File: src/hw/rtl/utf8sd_pkg.sv
// ----------------------------------------------------------------------------
// utf8sd_pkg
// types, constants and helper functions shared by the utf-8 stream decoder
// ----------------------------------------------------------------------------
`default_nettype none

package utf8sd_pkg;

    localparam int unsigned CP_W    = 31;
    localparam int unsigned OFS_W   = 16;
    localparam int unsigned CNT_W   = 17;
    localparam int unsigned LEN_W   = 3;

    localparam logic [CP_W-1:0]  MAX_UNICODE   = 31'h0010_FFFF;
    localparam logic [CP_W-1:0]  SURR_LO       = 31'h0000_D800;
    localparam logic [CP_W-1:0]  SURR_HI       = 31'h0000_DFFF;
    localparam logic [CNT_W-1:0] COUNT_MAX     = 17'h1_0000;
    localparam logic [7:0]       CONT_MASK     = 8'hC0;
    localparam logic [7:0]       CONT_TAG      = 8'h80;
    localparam logic [7:0]       PAYLOAD_MASK  = 8'h3F;
    localparam logic [7:0]       LEAD_BAD_MIN  = 8'hFE;

    // per-string decoder state
    typedef struct packed {
        logic [CP_W-1:0]  acc;
        logic [LEN_W-1:0] remaining;
        logic [LEN_W-1:0] seq_len;
        logic [OFS_W-1:0] char_start;
        logic [CNT_W-1:0] decoded_count;
        logic             dropping;
    } t_state;

    // one result transaction
    typedef struct packed {
        logic [CP_W-1:0]  code_point;
        logic [OFS_W-1:0] start_offset;
        logic [CNT_W-1:0] char_count;
        logic             is_error;
        logic             end_of_string;
    } t_result;

    // smallest legal value for a sequence of the given length
    function automatic logic [CP_W-1:0] min_value(input logic [LEN_W-1:0] len);
        logic [CP_W-1:0] v;
        case (len)
            3'd2: v = 31'h0000_0080;
            3'd3: v = 31'h0000_0800;
            3'd4: v = 31'h0001_0000;
            3'd5: v = 31'h0020_0000;
            3'd6: v = 31'h0400_0000;
            default: v = '0;
        endcase
        return v;
    endfunction

endpackage

`default_nettype wire

File: src/hw/rtl/utf8sd_byte_if.sv
// ----------------------------------------------------------------------------
// utf8sd_byte_if
// byte channel into the decoder: valid/ready with byte and last flag
// ----------------------------------------------------------------------------
`default_nettype none

interface utf8sd_byte_if;
    logic       valid;
    logic       ready;
    logic [7:0] data_byte;
    logic       last;

    modport source (output valid, output data_byte, output last, input ready);
    modport sink   (input valid, input data_byte, input last, output ready);
endinterface

`default_nettype wire

File: src/hw/rtl/utf8sd_result_if.sv
// ----------------------------------------------------------------------------
// utf8sd_result_if
// result channel out of the decoder: valid/ready with decoded character
// ----------------------------------------------------------------------------
`default_nettype none

interface utf8sd_result_if;
    logic                           valid;
    logic                           ready;
    logic [utf8sd_pkg::CP_W-1:0]    code_point;
    logic [utf8sd_pkg::OFS_W-1:0]   start_offset;
    logic [utf8sd_pkg::CNT_W-1:0]   char_count;
    logic                           is_error;
    logic                           end_of_string;

    modport source (output valid, output code_point, output start_offset,
                    output char_count, output is_error, output end_of_string,
                    input ready);
    modport sink   (input valid, input code_point, input start_offset,
                    input char_count, input is_error, input end_of_string,
                    output ready);
endinterface

`default_nettype wire

File: src/hw/rtl/utf8sd_decode.sv
// ----------------------------------------------------------------------------
// utf8sd_decode
// next-state and result logic for one byte of an extended utf-8 stream
// ----------------------------------------------------------------------------
`default_nettype none

module utf8sd_decode (
    input  wire utf8sd_pkg::t_state  i_state,
    input  wire logic [7:0]          i_byte,
    input  wire logic                i_last,
    input  wire logic                i_strict,
    input  wire logic [15:0]         i_pos,
    output utf8sd_pkg::t_state       o_next,
    output utf8sd_pkg::t_result      o_res,
    output logic                     o_res_valid
);
    import utf8sd_pkg::*;

    logic            is_cont;
    logic [2:0]      lead_k;
    logic [7:0]      lead_mask;
    logic [CP_W-1:0] shifted;
    logic            do_complete;
    logic            do_fail;
    logic            bad;
    logic [CP_W-1:0] cv;
    logic [LEN_W-1:0] clen;

    assign is_cont = (i_byte & CONT_MASK) == CONT_TAG;
    assign shifted = {i_state.acc[CP_W-7:0], i_byte[5:0]};

    // continuation count and payload mask of a lead byte
    always_comb begin
        if (i_byte[7:5] == 3'b110) begin
            lead_k = 3'd1; lead_mask = 8'h1F;
        end else if (i_byte[7:4] == 4'b1110) begin
            lead_k = 3'd2; lead_mask = 8'h0F;
        end else if (i_byte[7:3] == 5'b11110) begin
            lead_k = 3'd3; lead_mask = 8'h07;
        end else if (i_byte[7:2] == 6'b111110) begin
            lead_k = 3'd4; lead_mask = 8'h03;
        end else begin
            lead_k = 3'd5; lead_mask = 8'h01;
        end
    end

    always_comb begin
        o_next      = i_state;
        do_complete = 1'b0;
        do_fail     = 1'b0;
        cv          = '0;
        clen        = '0;
        bad         = 1'b0;

        if (i_state.dropping) begin
            // nothing decoded, last byte repeats the error below
        end else if (i_state.remaining == '0) begin
            o_next.char_start = i_pos;
            if (!i_byte[7]) begin
                do_complete = 1'b1;
                cv          = {23'd0, i_byte};
                clen        = 3'd1;
            end else if (is_cont || i_byte >= LEAD_BAD_MIN) begin
                do_fail = 1'b1;
            end else begin
                o_next.acc       = {23'd0, i_byte & lead_mask};
                o_next.remaining = lead_k;
                o_next.seq_len   = lead_k + 3'd1;
                do_fail          = i_last;
            end
        end else begin
            if (!is_cont) begin
                do_fail = 1'b1;
            end else begin
                o_next.acc       = shifted;
                o_next.remaining = i_state.remaining - 3'd1;
                if (i_state.remaining == 3'd1) begin
                    do_complete = 1'b1;
                    cv          = shifted;
                    clen        = i_state.seq_len;
                end else begin
                    do_fail = i_last;
                end
            end
        end

        if (do_complete) begin
            bad = (cv < min_value(clen))
                || (i_strict && ((cv > MAX_UNICODE) || (cv >= SURR_LO && cv <= SURR_HI)));
            if (bad) begin
                do_fail     = 1'b1;
                do_complete = 1'b0;
            end else begin
                if (i_state.decoded_count < COUNT_MAX) begin
                    o_next.decoded_count = i_state.decoded_count + 17'd1;
                end
                o_next.remaining = '0;
                o_next.seq_len   = '0;
                o_next.acc       = '0;
            end
        end

        if (do_fail) begin
            o_next.dropping  = 1'b1;
            o_next.remaining = '0;
            o_next.seq_len   = '0;
            o_next.acc       = '0;
        end

        o_res.code_point    = do_complete ? cv : '0;
        o_res.start_offset  = o_next.char_start;
        o_res.char_count    = o_next.decoded_count;
        o_res.is_error      = !do_complete;
        o_res.end_of_string = i_last;
        o_res_valid         = do_complete || do_fail || (i_state.dropping && i_last);

        // every string leaves the state as after reset
        if (i_last) begin
            o_next = '0;
        end
    end

endmodule

`default_nettype wire

File: src/hw/rtl/utf8_stream_decoder_unit.sv
// ----------------------------------------------------------------------------
// utf8_stream_decoder_unit
// extended utf-8 stream decoder, one byte per clock unless the result side stalls, one to six byte forms
// ----------------------------------------------------------------------------
// A byte is taken into an input register, decoded against the per-string
// state combinationally and its result, if any, lands in an output register.
// The unit takes one byte per clock while the result side keeps up; an accepted
// byte reaches its result transaction through the input and result registers.
// Ready drops only while both registers hold data and the result side stalls.
// Strict mode (reset value 1) is written through i_cfg_we / i_cfg_wdata.
`default_nettype none

module utf8_stream_decoder_unit #(
    parameter longint unsigned MAX_STRING_BYTES = 65536
) (
    input  wire logic              i_clk,
    input  wire logic              i_rst_n,
    input  wire logic              i_cfg_we,
    input  wire logic              i_cfg_wdata,
    utf8sd_byte_if.sink            i_byte_ch,
    utf8sd_result_if.source        o_result_ch
);
    import utf8sd_pkg::*;

    // byte offset wraps at the string limit, and never beyond 16 bits
    localparam longint unsigned POS_WRAP =
        (MAX_STRING_BYTES > 64'd65536) ? 64'd65536 : MAX_STRING_BYTES;
    localparam logic [OFS_W-1:0] POS_LAST = OFS_W'(POS_WRAP - 64'd1);

    // configuration
    logic r_strict;

    // input register
    logic       r_s1_valid;
    logic [7:0] r_s1_byte;
    logic       r_s1_last;

    // per-string state
    t_state           r_state, n_state;
    logic [OFS_W-1:0] r_pos, n_pos;

    // result register
    logic    r_out_valid;
    t_result r_out, n_out;
    logic    n_out_valid;

    logic s1_adv;
    logic in_take;

    // the decode stage moves when the result slot is free or being emptied
    assign s1_adv  = r_s1_valid && (!r_out_valid || o_result_ch.ready);
    assign in_take = i_byte_ch.valid && i_byte_ch.ready;
    assign i_byte_ch.ready = !r_s1_valid || s1_adv;

    assign n_pos = (r_s1_last || r_pos == POS_LAST) ? '0 : r_pos + 16'd1;

    utf8sd_decode u_decode (
        .i_state     (r_state),
        .i_byte      (r_s1_byte),
        .i_last      (r_s1_last),
        .i_strict    (r_strict),
        .i_pos       (r_pos),
        .o_next      (n_state),
        .o_res       (n_out),
        .o_res_valid (n_out_valid)
    );

    // strict mode register
    always_ff @(posedge i_clk) begin
        if (!i_rst_n) begin
            r_strict <= 1'b1;
        end else if (i_cfg_we) begin
            r_strict <= i_cfg_wdata;
        end
    end

    // input register: refilled on every byte transaction
    always_ff @(posedge i_clk) begin
        if (!i_rst_n) begin
            r_s1_valid <= 1'b0;
        end else if (i_byte_ch.ready) begin
            r_s1_valid <= i_byte_ch.valid;
        end
    end

    always_ff @(posedge i_clk) begin
        if (in_take) begin
            r_s1_byte <= i_byte_ch.data_byte;
            r_s1_last <= i_byte_ch.last;
        end
    end

    // decoder state only moves when a byte leaves the input register
    always_ff @(posedge i_clk) begin
        if (!i_rst_n) begin
            r_state <= '0;
            r_pos   <= '0;
        end else if (s1_adv) begin
            r_state <= n_state;
            r_pos   <= n_pos;
        end
    end

    // result register
    always_ff @(posedge i_clk) begin
        if (!i_rst_n) begin
            r_out_valid <= 1'b0;
        end else if (s1_adv) begin
            r_out_valid <= n_out_valid;
        end else if (o_result_ch.ready) begin
            r_out_valid <= 1'b0;
        end
    end

    always_ff @(posedge i_clk) begin
        if (s1_adv) begin
            r_out <= n_out;
        end
    end

    assign o_result_ch.valid         = r_out_valid;
    assign o_result_ch.code_point    = r_out.code_point;
    assign o_result_ch.start_offset  = r_out.start_offset;
    assign o_result_ch.char_count    = r_out.char_count;
    assign o_result_ch.is_error      = r_out.is_error;
    assign o_result_ch.end_of_string = r_out.end_of_string;

`ifndef SYNTHESIS
    // a last byte always leaves a result behind it
    a_last_gives_result: assert property (@(posedge i_clk) disable iff (!i_rst_n)
        s1_adv && r_s1_last |=> r_out_valid && r_out.end_of_string)
        else $error("last byte produced no end-of-string result");

    // a finished string leaves the decoder as after reset
    a_string_clears: assert property (@(posedge i_clk) disable iff (!i_rst_n)
        s1_adv && r_s1_last |=> r_state == '0 && r_pos == '0)
        else $error("per-string state not cleared after last byte");

    // error transactions carry no code point
    a_error_zero_cp: assert property (@(posedge i_clk) disable iff (!i_rst_n)
        r_out_valid && r_out.is_error |-> r_out.code_point == '0)
        else $error("error result with non-zero code point");

    // character count saturates
    a_count_sat: assert property (@(posedge i_clk) disable iff (!i_rst_n)
        r_state.decoded_count <= COUNT_MAX)
        else $error("character count beyond saturation value");
`endif

endmodule

`default_nettype wire
File: src/flat_wrapper.sv
// flat-port wrapper written by rule: the top's interface ports become plain ports
module utf8_stream_decoder_unit_flat import utf8sd_pkg::*;
#(
    parameter longint unsigned MAX_STRING_BYTES = 65536
)
  (i_clk, i_rst_n, i_cfg_we, i_cfg_wdata, i_byte_ch_valid, i_byte_ch_data_byte, i_byte_ch_last, i_byte_ch_ready, o_result_ch_valid, o_result_ch_code_point, o_result_ch_start_offset, o_result_ch_char_count, o_result_ch_is_error, o_result_ch_end_of_string, o_result_ch_ready);
  utf8sd_byte_if i_byte_ch_i ();
  utf8sd_result_if o_result_ch_i ();
  input  wire logic i_clk;
  input  wire logic i_rst_n;
  input  wire logic i_cfg_we;
  input  wire logic i_cfg_wdata;
  input wire logic [$bits(i_byte_ch_i.valid)-1:0] i_byte_ch_valid;
  input wire logic [$bits(i_byte_ch_i.data_byte)-1:0] i_byte_ch_data_byte;
  input wire logic [$bits(i_byte_ch_i.last)-1:0] i_byte_ch_last;
  output wire logic [$bits(i_byte_ch_i.ready)-1:0] i_byte_ch_ready;
  output wire logic [$bits(o_result_ch_i.valid)-1:0] o_result_ch_valid;
  output wire logic [$bits(o_result_ch_i.code_point)-1:0] o_result_ch_code_point;
  output wire logic [$bits(o_result_ch_i.start_offset)-1:0] o_result_ch_start_offset;
  output wire logic [$bits(o_result_ch_i.char_count)-1:0] o_result_ch_char_count;
  output wire logic [$bits(o_result_ch_i.is_error)-1:0] o_result_ch_is_error;
  output wire logic [$bits(o_result_ch_i.end_of_string)-1:0] o_result_ch_end_of_string;
  input wire logic [$bits(o_result_ch_i.ready)-1:0] o_result_ch_ready;
  assign i_byte_ch_i.valid = i_byte_ch_valid;
  assign i_byte_ch_i.data_byte = i_byte_ch_data_byte;
  assign i_byte_ch_i.last = i_byte_ch_last;
  assign i_byte_ch_ready = i_byte_ch_i.ready;
  assign o_result_ch_valid = o_result_ch_i.valid;
  assign o_result_ch_code_point = o_result_ch_i.code_point;
  assign o_result_ch_start_offset = o_result_ch_i.start_offset;
  assign o_result_ch_char_count = o_result_ch_i.char_count;
  assign o_result_ch_is_error = o_result_ch_i.is_error;
  assign o_result_ch_end_of_string = o_result_ch_i.end_of_string;
  assign o_result_ch_i.ready = o_result_ch_ready;
  utf8_stream_decoder_unit #(.MAX_STRING_BYTES(MAX_STRING_BYTES)) u_core (.i_clk(i_clk), .i_rst_n(i_rst_n), .i_cfg_we(i_cfg_we), .i_cfg_wdata(i_cfg_wdata), .i_byte_ch(i_byte_ch_i), .o_result_ch(o_result_ch_i));
endmodule
File: config.mk
export PLATFORM = sky130hd
export DESIGN_NAME = utf8_stream_decoder_unit_flat
export DESIGN_NICKNAME = d
export VERILOG_FILES = /design/src/hw/rtl/utf8sd_pkg.sv /design/src/hw/rtl/utf8sd_byte_if.sv /design/src/hw/rtl/utf8sd_result_if.sv /design/src/hw/rtl/utf8sd_decode.sv /design/src/hw/rtl/utf8_stream_decoder_unit.sv /design/src/flat_wrapper.sv
export SDC_FILE = /design/constraint.sdc
export NUM_CORES = 1
export LEC_CHECK = 0
export BUFFER_PORTS_ARGS = -buffer_cell sky130_fd_sc_hd__buf_4
export CAP_MARGIN = 25
export CORE_ASPECT_RATIO = 1.25
export CORE_MARGIN = 8
export CORE_UTILIZATION = 55
export CTS_CLUSTER_DIAMETER = 30
export DETAILED_ROUTE_END_ITERATION = 8
export GPL_ROUTABILITY_DRIVEN = 0
export GPL_TIMING_DRIVEN = 0
export PLACE_DENSITY = 0.76
export SETUP_SLACK_MARGIN = 0.5
export SYNTH_ARGS = -nofsm -noshare
export SYNTH_HDL_FRONTEND = slang
export SYNTH_SLANG_ARGS = --single-unit
File: constraint.sdc
create_clock -name i_clk -period 6.4 [get_ports i_clk]
set_clock_uncertainty 0.15 [all_clocks]
set_input_delay 1.28 -clock i_clk [delete_from_list [all_inputs] [get_ports i_clk]]
set_output_delay 1.28 -clock i_clk [all_outputs]
set_load 0.005 [all_outputs]
==> summary.md <==
| Metric | Value |
|---|---|
| Hold Path Cell Cnt | `0` |
| Share of the synthesized area in the top cell type | `31.5%` |
| PostCTS Resize Cnt | `0` |
| Initial antenna violation count | `0` |
| Final Non-Filler Cells | `952` |
| Yosys Warn Count | `0` |
| TritonCTS clock tree | `yes` |
| Number of global-route vias before repair | `5652` |
| CTS buffer count | `17` |
| Status | `finished, final reports clean` |
| MaxCap Viol Count | `0` |
| Slew HR | `between 40% and 50%` |
| Max stage delay cell, worst path | `nor3_1` |
| Port Buf Inserts | `82` |
| Commonest non-fill, non-tap cell in the layout | `buf_4` |
| Row cnt | `46` |
| Routed wire length per instance | `17.4 um` |
| Most frequent cells in the layout | `buf_4 (85), dfxtp_1 (84), edfxtp_1 (75)` |
| Share of layout cells above drive strength 1 | `21.0%` |
| Leak | `3.26 nW` |
| First-pass DRT Iterations | `5` |
| CP Max Fanout | `10` |
| CP bufs+invs | `3` |
| R2R Path Start | `u_core.r_state[37]` |
| Sequential cell area | `3930 sq um` |
| Fin crit period | `4.30 ns` |
| Antenna cells | `0` |
| Syn_nets | `692` |
| Reg2Reg Depth | `14` |
| RSZ-0062 raised after global routing | `no` |
| Crit path cell chain | `inv_1 > ha_1 > nand4bb_1 > nor3_1 > buf_2 > o2111ai_1 > ha_1 > o21ai_0 > a31o_1 > a211o_1 > a21o_1 > nor3_1 > clkbuf_1 > and2_1` |
| P_int | `0.00176 W` |
| # Post-CTS Setup Buffers | `0` |
| R2r setup slk | `approximately 2.1 ns` |
| Slowest stage delay, CP | `0.62 ns` |
| Endpoint class of the critical path | `flip-flop` |
| CP Launch Point | `u_core.r_state[37]` |
| Syn_area_per_cell | `10.7 sq um` |
| Worst vdd ir | `about 160 uV` |
| First-pass GRT wire length | `around 27000 um` |
| Logic pwr share | `under 10%` |
| Total number of vias | `5735` |
| Multi-input logic area | `roughly 3000 sq um` |
| ANT nets after route | `0` |
| Number of fill cells | `943` |
| HP Start | `u_core.r_s1_last` |
| Setup crit start kind | `flip-flop` |
| # DRC | `0` |
| PwrDens | `260 nW/um^2` |
| Worst-skew pair later-pin latency | `0.42 ns` |
| Net Sw Frac | `21.8%` |
| Final setup vio count | `0` |
| Post-Synthesis Cell Area | `just over 7000 sq um` |
| Cell variety after synth | `65` |
| Worst Hold End | `u_core.o_result_ch.end_of_string` |
| Worst-path clk slew | `roughly 0.060 ns` |
| Core area | `12700 sq um` |
| CP Class | `flip-flop to flip-flop` |
| Delay-heaviest family, CP | `simple AND/OR/NAND/NOR gates` |
| Number of cells after detailed placement | `approximately 920` |
| Fin util | `67.8%` |
| Final wirelength | `16600 um` |
| Sequential share of the synthesized area | `55.0%` |
| Clock root buffer | `clkbuf_16` |
| Ys async rst share | `0%` |
| Post-synth top area cell | `edfxtp_1` |
| Die Y | `143 um` |
| Final hold vios | `0` |
| Critical Path AT | `around 4.4 ns` |
| Synthesis-stage register bit count | `about 160` |
| GRT overflow | `0` |
| Fmax | `approximately 230 MHz` |
| Sw Pwr | `between 0.0004 and 0.0005 W` |
| CTS sink count | `159` |
| WP data required | `about 6.5 ns` |
| Die W | `118 um` |
| Synthesized instance count | `668` |
| Synth Flop Type | `dfxtp_1` |
| Iteration-0 DRC Markers | `401` |
| Slew Limit Fails | `0` |
| Largest net degree at the start of global routing | `63` |
| Worst flop-to-flop path endpoint | `u_core.o_result_ch.code_point[10]` |
| Global-route usage over all layers | `19.8%` |
| CTS H-tree lvls | `4` |
| Io pins | `83` |
| Via/cell ratio | `between 6 and 7` |
| Area delta synth->final | `20.7%` |
| Die area | `16900 sq um` |
| CTS Buffer Depth | `2` |
| Final #Nets | `795` |
| Top post-synthesis cells by area | `edfxtp_1 (31%), dfxtp_1 (24%), nor2_1 (3.6%), and2_1 (3.4%), a22o_1 (2.7%)` |
| Seq pwr share | `between 40% and 50%` |
| Initial Util | `56.2%` |
| Tcrit/Tclk final | `between 60% and 70%` |
| Worst hold-check path type | `flip-flop to flip-flop` |
| Hold Buf Count CTS | `0` |
| Slew @ Worst Pin | `0.760 ns` |
| Post-synth EDFFs | `75` |
| Clk pwr share | `45.4%` |
| Hpwl dp | `11900 um` |
## layer usage
metal | global-route usage [%] | up-vias | wire, um
li1 | - | 2704 | -
met1 | 20.5 | 2764 | 6380
met2 | 36.5 | 225 | 8750
met3 | 4.67 | 42 | 958
met4 | 10.4 | 0 | 484
met5 | 0 | - | 0
## cell type report
cell class	instances	area share, %
Sequential cell	159	45.6
Buffer	40	2.31
Timing Repair Buffer	84	7.51
Tap cell	168	2.44
Multi-Input combinational cell	454	34.4
Clock inverter	9	1.10
Inverter	15	0.652
Clock buffer	23	6.03
## state kept, by name (all words and copies together) (netlist names)
register,flops
u_core.r_s1_byte,8
u_core.r_pos,16
u_core.r_s1_valid,1
u_core.o_result_ch.is_error,1
u_core.r_strict,1
u_core.o_result_ch.valid,1
u_core.o_result_ch.code_point,31
u_core.o_result_ch.end_of_string,1
u_core.r_s1_last,1
u_core.r_state,65
u_core.o_result_ch.start_offset,16
u_core.o_result_ch.char_count,17
## power by group through the flow
stage / logic, W / clock network (W) / registers (W)
final: 0.000127 / 0.00102 / 0.00110
after floorplan: 0.0000623 / 0 / 0.00112
after detailed placement: 0.000127 / 0 / 0.00112
after CTS: 0.000128 / 0.00103 / 0.00110
after global routing: 0.000138 / 0.00107 / 0.00110
after global placement: 0.000122 / 0 / 0.00112
## cells in the mapped netlist, types with 11 or more instances
cell type / number
nor3_1: 17
clkbuf_1: 23
a22oi_1: 17
nand2_1: 42
a22o_1: 22
xnor2_1: 11
nand4_1: 16
and2_1: 39
a21oi_1: 20
nand3_1: 33
inv_1: 15
dfxtp_1: 84
mux2_2: 17
o21ai_0: 12
nor2_1: 68
edfxtp_1: 75
xor2_1: 16
## cell families (layout without fill, tap and decap cells)
family	after synthesis	in the layout	synth area share, %
simple gates	263	263	19.2
flops	159	159	55.0
compound gates	136	136	14.5
buf+inv	55	171	3.52
xor+xnor	27	27	3.31
mux	19	19	2.96
fa+ha+maj	9	9	1.57
## per-stage QoR
step | instance area [sq um] | setup TNS (ns) | hold WS (ns) | total power [W] | setup WS [ns]
floorplan | 7150 | 0 | 0.274 | 0.00119 | 1.52
global placement | 7980 | -0.00461 | 0.285 | 0.00125 | -0.00166
detailed placement | 8010 | 0 | 0.293 | 0.00125 | 2.17
CTS | 8620 | 0 | 0.308 | 0.00226 | 2.11
global route | 8630 | 0 | 0.326 | 0.00231 | 1.81
finish | 8630 | 0 | 0.305 | 0.00225 | 2.10
## worst max-delay path by stage
stage	end	slack, ns	cells past startpoint
5_1_grt	u_core.o_result_ch.code_point[19]	1.81	15
4_1_cts	u_core.o_result_ch.code_point[10]	2.11	14
2_1_floorplan	u_core.r_state[47]	1.52	7
6_report	u_core.o_result_ch.code_point[10]	2.10	14
3_5_place_dp	u_core.o_result_ch.code_point[10]	2.17	14
3_3_place_gp	u_core.r_state[62]	-0.002	8
Note: power is estimated with default switching activity, not from simulation.
